## src/rtl/core/mwtg_pkg.sv

```systemverilog
`timescale 1ns / 1ps

package mwtg_pkg;

    // Default geometry of the accumulators and the sine angle resolution.
    localparam int DEF_PHASE_BITS      = 32;
    localparam int DEF_POSITION_BITS   = 16;
    localparam int DEF_SINE_TABLE_BITS = 10;

    // Configuration port.
    localparam int CFG_INDEX_W = 3;
    localparam int CFG_DATA_W  = 32;

    localparam logic [CFG_INDEX_W-1:0] REG_WAVEFORM_MODE = 3'd0;
    localparam logic [CFG_INDEX_W-1:0] REG_PHASE_STEP    = 3'd1;
    localparam logic [CFG_INDEX_W-1:0] REG_PERIOD_LEN    = 3'd2;
    localparam logic [CFG_INDEX_W-1:0] REG_RISE_LENGTH   = 3'd3;
    localparam logic [CFG_INDEX_W-1:0] REG_FALL_LENGTH   = 3'd4;
    localparam logic [CFG_INDEX_W-1:0] REG_GAIN          = 3'd5;
    localparam logic [CFG_INDEX_W-1:0] REG_SAMPLE_BITS   = 3'd6;

    // Waveform modes.
    localparam logic [1:0] MODE_SINE  = 2'd0;
    localparam logic [1:0] MODE_PULSE = 2'd1;
    localparam logic [1:0] MODE_RAMP  = 2'd2;

    // Register reset values.
    localparam logic [1:0]  RST_WAVEFORM_MODE = MODE_SINE;
    localparam logic [31:0] RST_PHASE_STEP    = 32'd42949673;
    localparam logic [15:0] RST_PERIOD_LEN    = 16'd100;
    localparam logic [23:0] RST_RISE_LENGTH   = 24'd12800;
    localparam logic [23:0] RST_FALL_LENGTH   = 24'd12800;
    localparam logic [15:0] RST_GAIN          = 16'd4096;
    localparam logic [4:0]  RST_SAMPLE_BITS   = 5'd16;

    // Iterative unit: sixteen CORDIC rotations, seventeen quotient bits.
    localparam int CORDIC_STEPS = 16;
    localparam int ITER_COUNT   = 17;
    localparam int STEP_W       = 5;
    localparam int CORDIC_W     = 34;
    localparam logic signed [CORDIC_W-1:0] CORDIC_X0 = 34'sd652032874;

    // Arctangent of 2^-i in units of 2^-32 turn.
    function automatic logic [CORDIC_W-1:0] atan_turn(input logic [3:0] idx);
        logic [CORDIC_W-1:0] v;
        case (idx)
            4'd0:    v = 34'd536870912;
            4'd1:    v = 34'd316933406;
            4'd2:    v = 34'd167458907;
            4'd3:    v = 34'd85004756;
            4'd4:    v = 34'd42667331;
            4'd5:    v = 34'd21354465;
            4'd6:    v = 34'd10679838;
            4'd7:    v = 34'd5340245;
            4'd8:    v = 34'd2670163;
            4'd9:    v = 34'd1335087;
            4'd10:   v = 34'd667544;
            4'd11:   v = 34'd333772;
            4'd12:   v = 34'd166886;
            4'd13:   v = 34'd83443;
            4'd14:   v = 34'd41722;
            default: v = 34'd20861;
        endcase
        return v;
    endfunction

    // Configuration register set.
    typedef struct packed {
        logic [1:0]  waveform_mode;
        logic [31:0] phase_step;
        logic [15:0] period_len;
        logic [23:0] rise_length_q8;
        logic [23:0] fall_length_q8;
        logic [15:0] gain_q12;
        logic [4:0]  sample_bits;
    } t_cfg;

    // One input tick.
    typedef struct packed {
        logic restart;
        logic last_of_run;
    } t_in_item;

    // One output sample.
    typedef struct packed {
        logic signed [23:0] sample;
        logic               clipped;
        logic               last;
    } t_out_item;

    // Commands from the controller to the datapath.
    typedef struct packed {
        logic              start;
        logic              load;
        logic              prep;
        logic              iter;
        logic              raw;
        logic              mul;
        logic              scale;
        logic              finish;
        logic [STEP_W-1:0] step;
    } t_dp_cmd;

endpackage

```

## src/rtl/core/mwtg_cfg.sv

```systemverilog
`timescale 1ns / 1ps

module mwtg_cfg
    import mwtg_pkg::*;
(
    input  logic                   i_clk,
    input  logic                   i_rst_n,
    input  logic                   i_cfg_we,
    input  logic [CFG_INDEX_W-1:0] i_cfg_index,
    input  logic [CFG_DATA_W-1:0]  i_cfg_data,
    output t_cfg                   o_cfg
);

    t_cfg r_cfg;

    // Register bank; writes to unused indexes are ignored.
    always_ff @(posedge i_clk) begin
        if (!i_rst_n) begin
            r_cfg.waveform_mode  <= RST_WAVEFORM_MODE;
            r_cfg.phase_step     <= RST_PHASE_STEP;
            r_cfg.period_len     <= RST_PERIOD_LEN;
            r_cfg.rise_length_q8 <= RST_RISE_LENGTH;
            r_cfg.fall_length_q8 <= RST_FALL_LENGTH;
            r_cfg.gain_q12       <= RST_GAIN;
            r_cfg.sample_bits    <= RST_SAMPLE_BITS;
        end else if (i_cfg_we) begin
            unique case (i_cfg_index)
                REG_WAVEFORM_MODE: r_cfg.waveform_mode  <= i_cfg_data[1:0];
                REG_PHASE_STEP:    r_cfg.phase_step     <= i_cfg_data[31:0];
                REG_PERIOD_LEN:    r_cfg.period_len     <= i_cfg_data[15:0];
                REG_RISE_LENGTH:   r_cfg.rise_length_q8 <= i_cfg_data[23:0];
                REG_FALL_LENGTH:   r_cfg.fall_length_q8 <= i_cfg_data[23:0];
                REG_GAIN:          r_cfg.gain_q12       <= i_cfg_data[15:0];
                REG_SAMPLE_BITS:   r_cfg.sample_bits    <= i_cfg_data[4:0];
                default: begin
                end
            endcase
        end
    end

    assign o_cfg = r_cfg;

endmodule

```

## src/rtl/core/mwtg_ctrl.sv

```systemverilog
`timescale 1ns / 1ps

module mwtg_ctrl
    import mwtg_pkg::*;
(
    input  logic    i_clk,
    input  logic    i_rst_n,
    input  logic    i_in_valid,
    output logic    o_in_ready,
    input  logic    i_out_ready,
    output logic    o_out_valid,
    output t_dp_cmd o_cmd
);

    localparam logic [2:0] S_IDLE  = 3'd0;
    localparam logic [2:0] S_LOAD  = 3'd1;
    localparam logic [2:0] S_PREP  = 3'd2;
    localparam logic [2:0] S_ITER  = 3'd3;
    localparam logic [2:0] S_RAW   = 3'd4;
    localparam logic [2:0] S_MUL   = 3'd5;
    localparam logic [2:0] S_SCALE = 3'd6;
    localparam logic [2:0] S_DONE  = 3'd7;

    localparam logic [STEP_W-1:0] STEP_LAST = STEP_W'(ITER_COUNT - 1);

    logic [2:0]        r_state, n_state;
    logic [STEP_W-1:0] r_step, n_step;
    logic              r_out_valid, n_out_valid;
    logic              w_in_fire;
    logic              w_commit;

    assign o_in_ready = (r_state == S_IDLE);
    assign w_in_fire  = i_in_valid && o_in_ready;
    // The finished sample moves into the output register once it is free.
    assign w_commit   = (r_state == S_DONE) && (!r_out_valid || i_out_ready);

    // Sequencer for one tick.
    always_comb begin
        n_state = r_state;
        n_step  = r_step;
        unique case (r_state)
            S_IDLE: begin
                if (w_in_fire) begin
                    n_state = S_LOAD;
                end
            end
            S_LOAD: begin
                n_state = S_PREP;
            end
            S_PREP: begin
                n_state = S_ITER;
                n_step  = '0;
            end
            S_ITER: begin
                if (r_step == STEP_LAST) begin
                    n_state = S_RAW;
                end else begin
                    n_step = r_step + 1'b1;
                end
            end
            S_RAW: begin
                n_state = S_MUL;
            end
            S_MUL: begin
                n_state = S_SCALE;
            end
            S_SCALE: begin
                n_state = S_DONE;
            end
            S_DONE: begin
                if (w_commit) begin
                    n_state = S_IDLE;
                end
            end
            default: begin
                n_state = S_IDLE;
            end
        endcase
    end

    // Output valid flag: set on commit, cleared when the transaction completes.
    always_comb begin
        n_out_valid = r_out_valid;
        if (w_commit) begin
            n_out_valid = 1'b1;
        end else if (i_out_ready) begin
            n_out_valid = 1'b0;
        end
    end

    always_ff @(posedge i_clk) begin
        if (!i_rst_n) begin
            r_state     <= S_IDLE;
            r_step      <= '0;
            r_out_valid <= 1'b0;
        end else begin
            r_state     <= n_state;
            r_step      <= n_step;
            r_out_valid <= n_out_valid;
        end
    end

    // Datapath commands.
    always_comb begin
        o_cmd        = '0;
        o_cmd.start  = w_in_fire;
        o_cmd.load   = (r_state == S_LOAD);
        o_cmd.prep   = (r_state == S_PREP);
        o_cmd.iter   = (r_state == S_ITER);
        o_cmd.raw    = (r_state == S_RAW);
        o_cmd.mul    = (r_state == S_MUL);
        o_cmd.scale  = (r_state == S_SCALE);
        o_cmd.finish = w_commit;
        o_cmd.step   = r_step;
    end

    assign o_out_valid = r_out_valid;

endmodule

```

## src/rtl/core/mwtg_datapath.sv

```systemverilog
`timescale 1ns / 1ps

module mwtg_datapath
    import mwtg_pkg::*;
#(
    parameter int PHASE_BITS      = DEF_PHASE_BITS,
    parameter int POSITION_BITS   = DEF_POSITION_BITS,
    parameter int SINE_TABLE_BITS = DEF_SINE_TABLE_BITS
) (
    input  logic      i_clk,
    input  logic      i_rst_n,
    input  t_cfg      i_cfg,
    input  t_dp_cmd   i_cmd,
    input  t_in_item  i_in_data,
    output t_out_item o_out_data
);

    localparam int NUM_W     = POSITION_BITS + 8;
    localparam int CMP_W     = (NUM_W > 25) ? NUM_W : 25;
    localparam int PSTEP_W   = (PHASE_BITS > 32) ? PHASE_BITS : 32;
    localparam int PCMP_W    = (POSITION_BITS > 16) ? POSITION_BITS : 16;
    localparam int PROD1_W   = 33;
    localparam int PROD2_W   = 57;
    localparam int SCALED_W  = 30;
    localparam int SCALE_SHR = 27;

    // Tick state.
    logic [POSITION_BITS-1:0] r_pos, n_pos;
    logic [PHASE_BITS-1:0]    r_phase, n_phase;
    logic                     r_last;

    // Ramp division operands and flags.
    logic [NUM_W-1:0] r_num;
    logic [23:0]      r_den;
    logic [23:0]      r_rem;
    logic [16:0]      r_quo;
    logic             r_asc;
    logic             r_below;
    logic             r_zero;
    logic             r_ovf;

    // CORDIC vector and residual angle.
    logic signed [CORDIC_W-1:0] r_x, r_y, r_z;

    // Scaling pipeline.
    logic                  r_neg;
    logic [16:0]           r_mag;
    logic [PROD1_W-1:0]    r_prod1;
    logic [SCALED_W-1:0]   r_scaled;
    logic [24:0]           r_limit;
    t_out_item             r_out;

    // Combinational helpers.
    logic [NUM_W-1:0]           w_p;
    logic                       w_below;
    logic [31:0]                w_angle, w_fold;
    logic                       w_bit;
    logic [24:0]                w_rem2;
    logic                       w_fit;
    logic signed [CORDIC_W-1:0] w_dx, w_dy, w_atan;
    logic signed [CORDIC_W-1:0] w_ysum, w_yr;
    logic signed [17:0]         w_sine, w_raw;
    logic [16:0]                w_qc;
    logic [4:0]                 w_bits, w_shift;
    logic [PROD2_W-1:0]         w_prod2;
    logic                       w_clip;
    logic [24:0]                w_mag_sat;
    logic [24:0]                w_signed_mag;
    logic [PSTEP_W-1:0]         w_step_ext;
    logic [POSITION_BITS-1:0]   w_pos_inc;

    assign w_p     = {r_pos, 8'h00};
    assign w_below = CMP_W'(w_p) < CMP_W'(i_cfg.rise_length_q8);

    // Sine angle: top bits of the phase, folded into the right half plane.
    always_comb begin
        w_angle = {r_phase[PHASE_BITS-1 -: SINE_TABLE_BITS], {(32 - SINE_TABLE_BITS){1'b0}}};
        if ((w_angle - 32'h4000_0000) < 32'h8000_0000) begin
            w_fold = 32'h8000_0000 - w_angle;
        end else begin
            w_fold = w_angle;
        end
    end

    // One restoring division step; the low numerator bit enters on the first step only.
    assign w_bit  = (i_cmd.step == '0) ? r_num[0] : 1'b0;
    assign w_rem2 = {r_rem, w_bit};
    assign w_fit  = (w_rem2 >= {1'b0, r_den});

    // One CORDIC rotation step.
    assign w_dx   = r_y >>> i_cmd.step[3:0];
    assign w_dy   = r_x >>> i_cmd.step[3:0];
    assign w_atan = $signed(atan_turn(i_cmd.step[3:0]));

    // Sine result rounded from Q2.30 to Q1.15 and clamped.
    always_comb begin
        w_ysum = r_y + 34'sd16384;
        w_yr   = w_ysum >>> 15;
        if (w_yr > 34'sd32768) begin
            w_sine = 18'sd32768;
        end else if (w_yr < -34'sd32768) begin
            w_sine = -18'sd32768;
        end else begin
            w_sine = 18'(w_yr);
        end
    end

    // Raw value in Q1.15 for the selected waveform.
    always_comb begin
        w_qc = (r_ovf || (r_quo > 17'd65536)) ? 17'd65536 : r_quo;
        unique case (i_cfg.waveform_mode)
            MODE_SINE: begin
                w_raw = w_sine;
            end
            MODE_PULSE: begin
                w_raw = r_below ? 18'sd32768 : -18'sd32768;
            end
            MODE_RAMP: begin
                if (r_zero) begin
                    w_raw = '0;
                end else if (r_asc) begin
                    w_raw = $signed({1'b0, w_qc}) - 18'sd32768;
                end else begin
                    w_raw = 18'sd32768 - $signed({1'b0, w_qc});
                end
            end
            default: begin
                w_raw = '0;
            end
        endcase
    end

    // Output width clamped to 8..24 bits; full scale is 2^(bits-1)-1.
    always_comb begin
        if (i_cfg.sample_bits < 5'd8) begin
            w_bits = 5'd8;
        end else if (i_cfg.sample_bits > 5'd24) begin
            w_bits = 5'd24;
        end else begin
            w_bits = i_cfg.sample_bits;
        end
        w_shift = w_bits - 5'd1;
        w_prod2 = (PROD2_W'(r_prod1) << w_shift) - PROD2_W'(r_prod1);
    end

    // Saturation against the bound for the sign of the sample.
    assign w_clip       = SCALED_W'(r_limit) < r_scaled;
    assign w_mag_sat    = w_clip ? r_limit : r_scaled[24:0];
    assign w_signed_mag = r_neg ? (25'd0 - w_mag_sat) : w_mag_sat;

    // Position and phase advance after the sample.
    always_comb begin
        w_step_ext = PSTEP_W'(i_cfg.phase_step);
        n_phase    = r_phase + w_step_ext[PHASE_BITS-1:0];
        w_pos_inc  = r_pos + 1'b1;
        if (PCMP_W'(w_pos_inc) >= PCMP_W'(i_cfg.period_len)) begin
            n_pos = '0;
        end else begin
            n_pos = w_pos_inc;
        end
    end

    // Tick state: cleared by restart at the start of a tick, advanced at its end.
    always_ff @(posedge i_clk) begin
        if (!i_rst_n) begin
            r_pos   <= '0;
            r_phase <= '0;
        end else if (i_cmd.start && i_in_data.restart) begin
            r_pos   <= '0;
            r_phase <= '0;
        end else if (i_cmd.finish) begin
            r_pos   <= n_pos;
            r_phase <= n_phase;
        end
    end

    // Working registers of the datapath.
    always_ff @(posedge i_clk) begin
        if (i_cmd.start) begin
            r_last <= i_in_data.last_of_run;
        end

        // Operand set-up for both the divider and the CORDIC.
        if (i_cmd.load) begin
            r_asc   <= (i_cfg.fall_length_q8 == '0) || w_below;
            r_below <= w_below;
            r_zero  <= (i_cfg.rise_length_q8 == '0) && (i_cfg.fall_length_q8 == '0);
            if ((i_cfg.fall_length_q8 == '0) || w_below) begin
                r_num <= w_p;
                r_den <= i_cfg.rise_length_q8;
            end else begin
                r_num <= w_p - NUM_W'(i_cfg.rise_length_q8);
                r_den <= i_cfg.fall_length_q8;
            end
            r_x <= CORDIC_X0;
            r_y <= '0;
            r_z <= {{(CORDIC_W - 32){w_fold[31]}}, w_fold};
        end

        // A quotient of 2^17 or more saturates; otherwise the upper numerator seeds the remainder.
        if (i_cmd.prep) begin
            r_ovf <= CMP_W'(r_num) >= CMP_W'({r_den, 1'b0});
            r_rem <= 24'(r_num >> 1);
            r_quo <= '0;
        end

        if (i_cmd.iter) begin
            if (w_fit) begin
                r_rem <= 24'(w_rem2 - {1'b0, r_den});
            end else begin
                r_rem <= w_rem2[23:0];
            end
            r_quo <= {r_quo[15:0], w_fit};
            if (i_cmd.step < STEP_W'(CORDIC_STEPS)) begin
                if (!r_z[CORDIC_W-1]) begin
                    r_x <= r_x - w_dx;
                    r_y <= r_y + w_dy;
                    r_z <= r_z - w_atan;
                end else begin
                    r_x <= r_x + w_dx;
                    r_y <= r_y - w_dy;
                    r_z <= r_z + w_atan;
                end
            end
        end

        // Sign and magnitude of the raw value.
        if (i_cmd.raw) begin
            r_neg <= w_raw[17];
            r_mag <= w_raw[17] ? 17'(-w_raw) : 17'(w_raw);
        end

        if (i_cmd.mul) begin
            r_prod1 <= PROD1_W'(r_mag) * PROD1_W'(i_cfg.gain_q12);
        end

        // Full-scale multiply as shift and subtract, then truncation.
        if (i_cmd.scale) begin
            r_scaled <= SCALED_W'(w_prod2 >> SCALE_SHR);
            r_limit  <= (25'd1 << w_shift) - (r_neg ? 25'd0 : 25'd1);
        end

        if (i_cmd.finish) begin
            r_out.sample  <= w_signed_mag[23:0];
            r_out.clipped <= w_clip;
            r_out.last    <= r_last;
        end
    end

    assign o_out_data = r_out;

endmodule

```

## src/rtl/core/multi_waveform_tone_generator.sv

```systemverilog
`timescale 1ns / 1ps

// Tone generator producing one signed audio sample per input tick.
// Input channel (i_in_valid / o_in_ready, i_in_data): each transaction is one tick;
// restart zeroes the waveform position and sine phase before the sample is formed,
// and last_of_run is copied into the result as a run marker.
// Output channel (o_out_valid / i_out_ready, o_out_data): one transaction per tick,
// carrying the sample, a saturation flag and the run marker, in input order.
// Configuration: i_cfg_we writes i_cfg_data into the register at i_cfg_index; the user
// must write registers only while no tick is in flight; the block does not enforce it.
// Sequence: a tick is accepted only while the generator is idle, so a new tick waits
// until the last result is committed, and can be taken in the cycle it becomes valid.
// Each tick passes set-up, the shared iterative unit, which runs the CORDIC rotations
// and the restoring division of the ramp together, then gain multiply and scaling.
// The finished sample waits in an output register; when the receiver stalls, the next
// tick is still taken and computed, and it waits for that register to empty.
// Reset clears the registers to their defaults, the position and phase to zero and
// the output register to empty.
module multi_waveform_tone_generator
    import mwtg_pkg::*;
#(
    parameter int PHASE_BITS      = DEF_PHASE_BITS,
    parameter int POSITION_BITS   = DEF_POSITION_BITS,
    parameter int SINE_TABLE_BITS = DEF_SINE_TABLE_BITS
) (
    input  logic                   i_clk,
    input  logic                   i_rst_n,
    input  logic                   i_cfg_we,
    input  logic [CFG_INDEX_W-1:0] i_cfg_index,
    input  logic [CFG_DATA_W-1:0]  i_cfg_data,
    input  logic                   i_in_valid,
    output logic                   o_in_ready,
    input  t_in_item               i_in_data,
    output logic                   o_out_valid,
    input  logic                   i_out_ready,
    output t_out_item              o_out_data
);

    t_cfg    w_cfg;
    t_dp_cmd w_cmd;

    // Configuration registers.
    mwtg_cfg u_cfg (
        .i_clk       (i_clk),
        .i_rst_n     (i_rst_n),
        .i_cfg_we    (i_cfg_we),
        .i_cfg_index (i_cfg_index),
        .i_cfg_data  (i_cfg_data),
        .o_cfg       (w_cfg)
    );

    // Sequencer and handshakes.
    mwtg_ctrl u_ctrl (
        .i_clk       (i_clk),
        .i_rst_n     (i_rst_n),
        .i_in_valid  (i_in_valid),
        .o_in_ready  (o_in_ready),
        .i_out_ready (i_out_ready),
        .o_out_valid (o_out_valid),
        .o_cmd       (w_cmd)
    );

    // Waveform, scaling and output register.
    mwtg_datapath #(
        .PHASE_BITS      (PHASE_BITS),
        .POSITION_BITS   (POSITION_BITS),
        .SINE_TABLE_BITS (SINE_TABLE_BITS)
    ) u_datapath (
        .i_clk      (i_clk),
        .i_rst_n    (i_rst_n),
        .i_cfg      (w_cfg),
        .i_cmd      (w_cmd),
        .i_in_data  (i_in_data),
        .o_out_data (o_out_data)
    );

endmodule
```

## config.mk

```make
export PLATFORM = sky130hd
export DESIGN_NAME = multi_waveform_tone_generator
export DESIGN_NICKNAME = d
export VERILOG_FILES = /design/src/rtl/core/mwtg_pkg.sv /design/src/rtl/core/mwtg_cfg.sv /design/src/rtl/core/mwtg_ctrl.sv /design/src/rtl/core/mwtg_datapath.sv /design/src/rtl/core/multi_waveform_tone_generator.sv
export SDC_FILE = /design/constraint.sdc
export NUM_CORES = 2
export LEC_CHECK = 0
export BUFFER_PORTS_ARGS = -buffer_cell sky130_fd_sc_hd__buf_2
export CORE_MARGIN = 5
export CORE_UTILIZATION = 40
export CTS_BUF_LIST = sky130_fd_sc_hd__clkbuf_8
export CTS_CLUSTER_SIZE = 30
export DETAILED_ROUTE_END_ITERATION = 7
export PLACE_DENSITY = 0.64
export SLEW_MARGIN = 20
export SYNTH_ARGS = -nofsm -noshare
export SYNTH_HDL_FRONTEND = slang
export SYNTH_SLANG_ARGS = --single-unit
```

## constraint.sdc

```tcl
create_clock -name i_clk -period 6.7 [get_ports i_clk]
set_input_delay 0.67 -clock i_clk [delete_from_list [all_inputs] [get_ports i_clk]]
set_output_delay 0.67 -clock i_clk [all_outputs]
set_load 0.01 [all_outputs]
```

# == After elaboration in Yosys (flattened, before gate mapping) ==
# Memory sizes are Yosys's and may differ from the RTL's. A register that Yosys moved wholly into a read port is not among the register bits.
# Cells that the tools add are included.
# totals
romBits,480
reg_bits,504
n_memories,1
# op_classes
n_reduce_logical,26
n_eq_ne,20
bitwise_logic,1
n_lt_le_gt_ge,12
n_addsub,21
mul,1
n_mux,45
n_shift,4
# memory_table
name,depth,word_bits,rd,rd_ports_with_merged_regs,wr,line,source
(name not given),16,30,1,1,0,mwtg_pkg.sv:46,case (idx)
# ops
cell,n
two-way mux 34 bit,12
two-way mux 24 bit,7
adder 34 bit,3
subtractor 34 bit,3
two-way mux 18 bit,5
two-way mux 17 bit,4
>>> shifter 34 x 4 -> 34 bit,2
<< shifter 33 x 5 -> 57 bit,1
subtractor 57 x 33 -> 57 bit,1
one-hot mux 18 bit (3 select lines),1
logical NOT 24 bit,2
subtractor 24 bit,2
adder 34 x 16 -> 34 bit (second input constant),1
multiplier 17 x 16 -> 33 bit,1
adder 32 bit,1
< comparator 32 bit (second input constant),1
two-way mux 32 bit,1
subtractor 32 x 31 -> 32 bit (second input constant),1
subtractor 32 bit (first input constant),1
< comparator 25 x 30 -> 1 bit,1
greater-or-equal comparator 24 x 25 -> 1 bit,1
greater-or-equal comparator 25 x 24 -> 1 bit,1
<< shifter 1 x 5 -> 25 bit (first input constant),1
subtractor 25 bit,1
other kinds (41),75

# == Logic depth before layout (Yosys ltp) ==
# logic_depth
ltp_word,9
mapped_depth,33

# == Modules after synthesis ==
# Synthesis repeated with hierarchy kept, for this count alone.
# unflattened
cells_unflattened,6022
hier_area_um2,51630.8
# modules_own_cells
mod,area_each_um2,instances,cells_per_inst
mwtg_datapath,46458.3,1,5509
mwtg_cfg,4585.6,1,448
mwtg_ctrl,586.8,1,65

# == Worst setup path after synthesis ==
# OpenSTA, ideal clock, no wires.
# synth_path
path_kind,register -> register
start,"register u_cfg.r_cfg, in the netlist u_cfg.o_cfg[4]"
end,"register u_datapath.r_scaled[18], data pin"
path_slack_ns,-0.517
arrival_time_ns,6.951
path_buffers,9
setup_ns,0.265
path_stages_with_launch,30
cell_sequence,dfxtp_1 buf_6 xor2_2 buf_6 nand2_4 buf_2 buf_1 ha_1 clkbuf_1 nor3b_4 nor2_2 clkbuf_1 buf_1 clkbuf_1 clkbuf_1 nand3_1 o21ai_0 ha_1 a21o_1 a21o_1 a21o_1 a221o_1 a21o_1 nor3b_1 a211oi_1 o21ai_0 or3b_2 nor3_1 a22oi_1 or3_1
# synth_via
elab_chain_cells,6
elab_cells_between_ends,7
cone_classes,add/sub: 2; order compare: 2; shift: 1; mux: 2
# synth_lines
element,line,source
start: declaration,mwtg_cfg.sv:14,t_cfg r_cfg;
greater-than comparator 5 bit,mwtg_datapath.sv:137,end else if (i_cfg.sample_bits > 5'd24) begin
two-way mux 5 bit,mwtg_datapath.sv:137,
two-way mux 5 bit (*),mwtg_datapath.sv:135,if (i_cfg.sample_bits < 5'd8) begin
subtractor 5 x 1 -> 5 bit (*),mwtg_datapath.sv:142,w_shift = w_bits - 5'd1;
<< shifter 33 x 5 -> 57 bit (*),mwtg_datapath.sv:143,w_prod2 = (PROD2_W'(r_prod1) << w_shift) - PROD2_W'(r_prod1);
subtractor 57 x 33 -> 57 bit (*),mwtg_datapath.sv:143,
net u_datapath.w_prod2[45],mwtg_datapath.sv:65,logic [PROD2_W-1:0] w_prod2;
end signal: assignment,mwtg_datapath.sv:239,r_scaled <= SCALED_W'(w_prod2 >> SCALE_SHR);
end: declaration,mwtg_datapath.sv:49,logic [SCALED_W-1:0] r_scaled;
# Mark *: on every way through the listed nets, which the timed path passes. The rest lies on a longest branch.
# A chain may end at the register's enable or synchronous reset.

# == Worst setup path after layout ==
# layout_path
start,register u_datapath.r_mag[12]
end,"register u_datapath.r_prod1[32], data pin"
# layout_via
elab_chain_cells,1
# layout_lines
element,line,source
start: declaration,mwtg_datapath.sv:47,logic [16:0] r_mag;
start signal: assignment,mwtg_datapath.sv:230,r_mag <= w_raw[17] ? 17'(-w_raw) : 17'(w_raw);
multiplier 17 x 16 -> 33 bit,mwtg_datapath.sv:234,r_prod1 <= PROD1_W'(r_mag) * PROD1_W'(i_cfg.gain_q12);
end signal: assignment,mwtg_datapath.sv:234,
end: declaration,mwtg_datapath.sv:48,logic [PROD1_W-1:0] r_prod1;
# No other way between the ends.

==> impl.org <==
** Status
- The run finished with clean final reports.

** STA
- Final Critical Period :: 6430 ps
- Highest clock rate :: 0.155 GHz
- Final Cycle Share :: 96.0%
- Slew at the pin closest to its max-slew limit :: 1150 ps
- Setup violations remaining at the end of the flow were counted as 0.
- Unrepaired setup endpoints after global routing :: true
- The final count of pins violating max slew is 0.
- Fin. Hold Viols :: 0
- PnR worst setup slack :: 268 ps
- Setup tns final :: 0 ps
- The clock arrives with 71.4 ps of skew.
- Worst rel slew slack :: 23.3%

** Logic synthesis
- Summing every instance area after synthesis gives 50,700 sq um.
- Yosys mapped the design onto 97 distinct sky130hd cell types.
- Proportion of synthesized chip area in sequential cells :: 25.6%
- Post-synthesis net count :: 6,728
- Top FF cell, synth :: dfxtp_1
- After technology mapping, the gate count stands at 6,070.
- Async S/R FF share, synth :: 0%
- Yosys top cell by area :: edfxtp_1
- YS warnings :: 0
- Count of state elements after synthesis :: 534
- Mean cell area of the mapped netlist :: 8.35 sq um
- Cells taking the most area after synthesis :: edfxtp_1, dfxtp_1, ha_1, fa_1, nand2_1
- In this run, synthesis inferred 226 flip-flops with an integrated enable.
- Summed over its instances, the top area cell type makes up 13.4% of the synthesized netlist area.

** GRT
- Global Route Usage Sum :: 20.3%
- Total global routing overflow :: 0
- Maximum number of pins on one net before global-route repair :: 92
- Initial antenna violation count :: 4
- The via count of the first global-routing pass came to 42,500.
- Global-route wire length before repair :: 227 mm

** Cells and area
- In the layout the commonest cells are nand2_1, a21oi_1, inv_1.
- In the final layout, the share of cells above drive strength 1 is 9.56%.
- Relative area change from synthesis to final layout :: 9.30%
- Most common cell after layout, fill and taps aside :: nand2_1
- Nets :: 6,730
- Post-layout instance area :: 55,400 sq um
- Fraction of the core area covered by cells at the end of the flow :: 44.1%

** Floorplanning
- For this configuration, the core starts out at a cell density of 40.3%.
- The die covers 134,000 sq um.
- The die is 366 um wide.
- After floorplanning, the core was divided into 130 placement rows.
- Measured along the y axis, the die boundary spans 366 um.
- Top Ports :: 70
- The core region is 126,000 sq um.

** Route
- Wire segments on met3 add up to 7.87 mm in the final route.
- The first TritonRoute pass finished after 6 iterations.
- The routed layout has 43,900 vias.
- Via density per instance :: 5.62
- Highest routed metal layer :: met4
- In the detailed route, the total length drawn on met2 is 64.9 mm.
- The detailed router put a total of 63.8 mm of wire on met1.
- In the final routed layout, each cell accounts on average for 18.0 um.
- The detailed router finished its first iteration with 3,321 violations.
- The final layout contains routed wiring with a total length of 141 mm.
- Detail Route Antenna Nets :: 0
- DRC errors left :: 0

** Clock tree
- The tree is rooted in a clkbuf_8.
- The clock drives 534 sinks.
- Clk buf depth :: 3
- CTS clock-pin slew for the worst setup and hold paths :: 70 ps
- Clock insertion delay at the later pin of the skew report :: 830 ps
- The H-tree was split into 3 levels.
- In this run, CTS created clock tree buffers numbering 100.
- TritonCTS clock tree :: done

** Placement
- Standard cell area after detailed placement :: 52,900 sq um
- Buffers placed on the I/O ports in this run total 69.
- Post-Place Worst Slack :: -41.6 ps
- Gpl congestion :: 0.943
- After legalization and detailed placement, the total HPWL measured 106 mm.

** Setup path
- Data arrival, critical path :: 6950 ps
- Worst setup EP type :: flop
- Of all nets on the critical path, the largest fanout is 6.
- Cell with the largest stage delay on the worst path :: fa_1
- Category of the worst setup path launch point :: flop
- For the worst setup path, the data required time is 7220 ps.
- The setup path with the least slack is of type flop to flop.
- In this design, the critical path's most frequently occurring cell is fa_1.
- Critical path cell sequence :: buf_4, nand2_1, fa_1, fa_1, fa_1, inv_1, fa_1, fa_1, inv_1, fa_1, inv_1, ha_1, or2_2, a21oi_2, nor2_1, a211o_1, o21ai_2, buf_4, o31ai_2, o31a_1, o21a_1, nor2_1, xnor2_1
- In this design, the stage delay of the slowest critical-path cell is 570 ps.
- The worst register-to-register path has a setup slack of 270 ps.
- Critical path buffers and inverters :: 5
- Broken down by cell family, the worst path's largest delay share belongs to adder cells.

** Pwr
- Summed over all cells, the static leakage comes to 24.2 nW.
- Cell area power density :: 362 nW/um^2
- Summing internal, switching and leakage power gives 20.0 mW.
- Maximum VDD drop :: 302 uV

** Flow run
- Max-cap check violation count :: 0

** Hold path
- The min-delay analysis places its worst path in the category primary input to flop.
-- area by class of cell --
| type | instances | area, sq um |
|---|---|---|
| Antenna cell | 2 | 5.00 |
| Clock buffer | 116 | 1600 |
| Clock inverter | 74 | 647 |
| Fill cell | 12400 | 70300 |
| Inverter | 458 | 1720 |
| Multi-Input combinational cell | 4774 | 35000 |
| Sequential cell | 534 | 13000 |
| Tap cell | 1650 | 2060 |
| Timing Repair Buffer | 204 | 1430 |
-- metrics by stage --
stage | instances | hold slack [ps]
after floorplan | 6070 | 400
after global placement | 7607 | 419
after detailed placement | 7607 | 406
after CTS | 7800 | 6.23
after global routing | 7812 | 47.1
final | 7812 | 89.2
-- layer usage --
layer  vias up  global-route usage (%)
li1      21400                       -
met1     21000                    27.5
met2      1263                    33.7
met3       236                    3.01
met4         0                    6.24
met5         -                       0
-- final timing paths --
check,start,endpoint,cells past startpoint
max reg2reg,u_datapath.r_mag[12]$_DFFE_PP_,u_datapath.r_prod1[32]$_DFFE_PP_,23
min reg2reg,u_datapath.r_last$_DFFE_PP_,u_datapath.o_out_data[0]$_DFFE_PP_,0
min,i_cfg_data[25],u_cfg.o_cfg[110]$_SDFFE_PN1P_,3
max,u_datapath.r_mag[12]$_DFFE_PP_,u_datapath.r_prod1[32]$_DFFE_PP_,23
-- worst reg2reg max path, delay by kind of cell, from the launching register on --
family / cells / cell delay [ps]
buffers and inverters: 5 / 480
and+or+nand+nor: 4 / 570
AOI/OAI and AO/OA: 6 / 1110
xor gates and xnor gates: 1 / 80
adders and majority gates: 7 / 3410
DFF: 1 / 490
-- state kept, by name, summed over array words and instances, names as in the netlist, 3 cells and up --
signal and count:
u_cfg.o_cfg 119, u_datapath.r_x 34, u_datapath.r_y 34, u_datapath.r_z 34, u_datapath.r_prod1 33, u_datapath.r_phase 32
u_datapath.r_scaled 30, u_datapath.w_atan 30, u_datapath.o_out_data 26, u_datapath.r_limit 25, u_datapath.r_den 24, u_datapath.r_num 24
u_datapath.r_rem 24, u_datapath.r_mag 17, u_datapath.r_quo 17, u_datapath.r_pos 16, u_ctrl.r_step 5, u_ctrl.r_state 3
-- report_power, final --
group / total [mW] / internal (mW) / switching (mW) / leakage, nW
Sequential: 4.82 / 4.13 / 0.695 / 4.59
Combinational: 11.7 / 4.99 / 6.68 / 18.3
Clock: 3.54 / 1.93 / 1.61 / 1.26
Total: 20.0 / 11.1 / 8.98 / 24.2
-- cells in the mapped netlist, types with 16 or more instances --
cell      count
a211oi_1     47
a21boi_0     22
a21o_1      153
a21oi_1     512
a22oi_1      17
a31oi_1      65
and2_1      182
and3_1       53
buf_1        45
buf_2        23
clkbuf_1    230
dfxtp_1     308
edfxtp_1    226
fa_1        213
ha_1        403
inv_1       451
mux2_2       55
mux2i_1     119
mux4_2       83
nand2_1     840
nand2b_1     59
nand3_1     184
nand4_1      44
nor2_1      375
nor2b_1      49
nor3_1      123
nor4_1       37
o211ai_1     47
o21a_1       40
o21ai_0     363
o21bai_1     24
o22ai_1      16
o31ai_1      26
or2_2        18
or3_1        35
xnor2_1     185
xor2_1      160
-- what timing repair did --
| action | in CTS | in global routing |
|---|---|---|
| setup endpoints to repair | 1 | 10 |
| resized for setup | 1 | 22 |
| hold endpoints to repair | 1 | 0 |
| setup buffers | 2 | 9 |
| pin swaps | 0 | 11 |
| hold buffers | 1 | 0 |
-- cells by family (layout without fill, tap and decap cells) --
group	Yosys count	count (layout)	share of synthesized area, %
other	0	2	0
and+or+nand+nor	2073	2073	19.2
buffers and inverters	762	852	5.80
adders and majority gates	616	616	18.4
AOI/OAI and AO/OA	1481	1481	17.8
muxes	257	257	7.26
xor gates and xnor gates	347	347	6.05
DFF	534	534	25.6
Power figures use the tool's default switching activity.
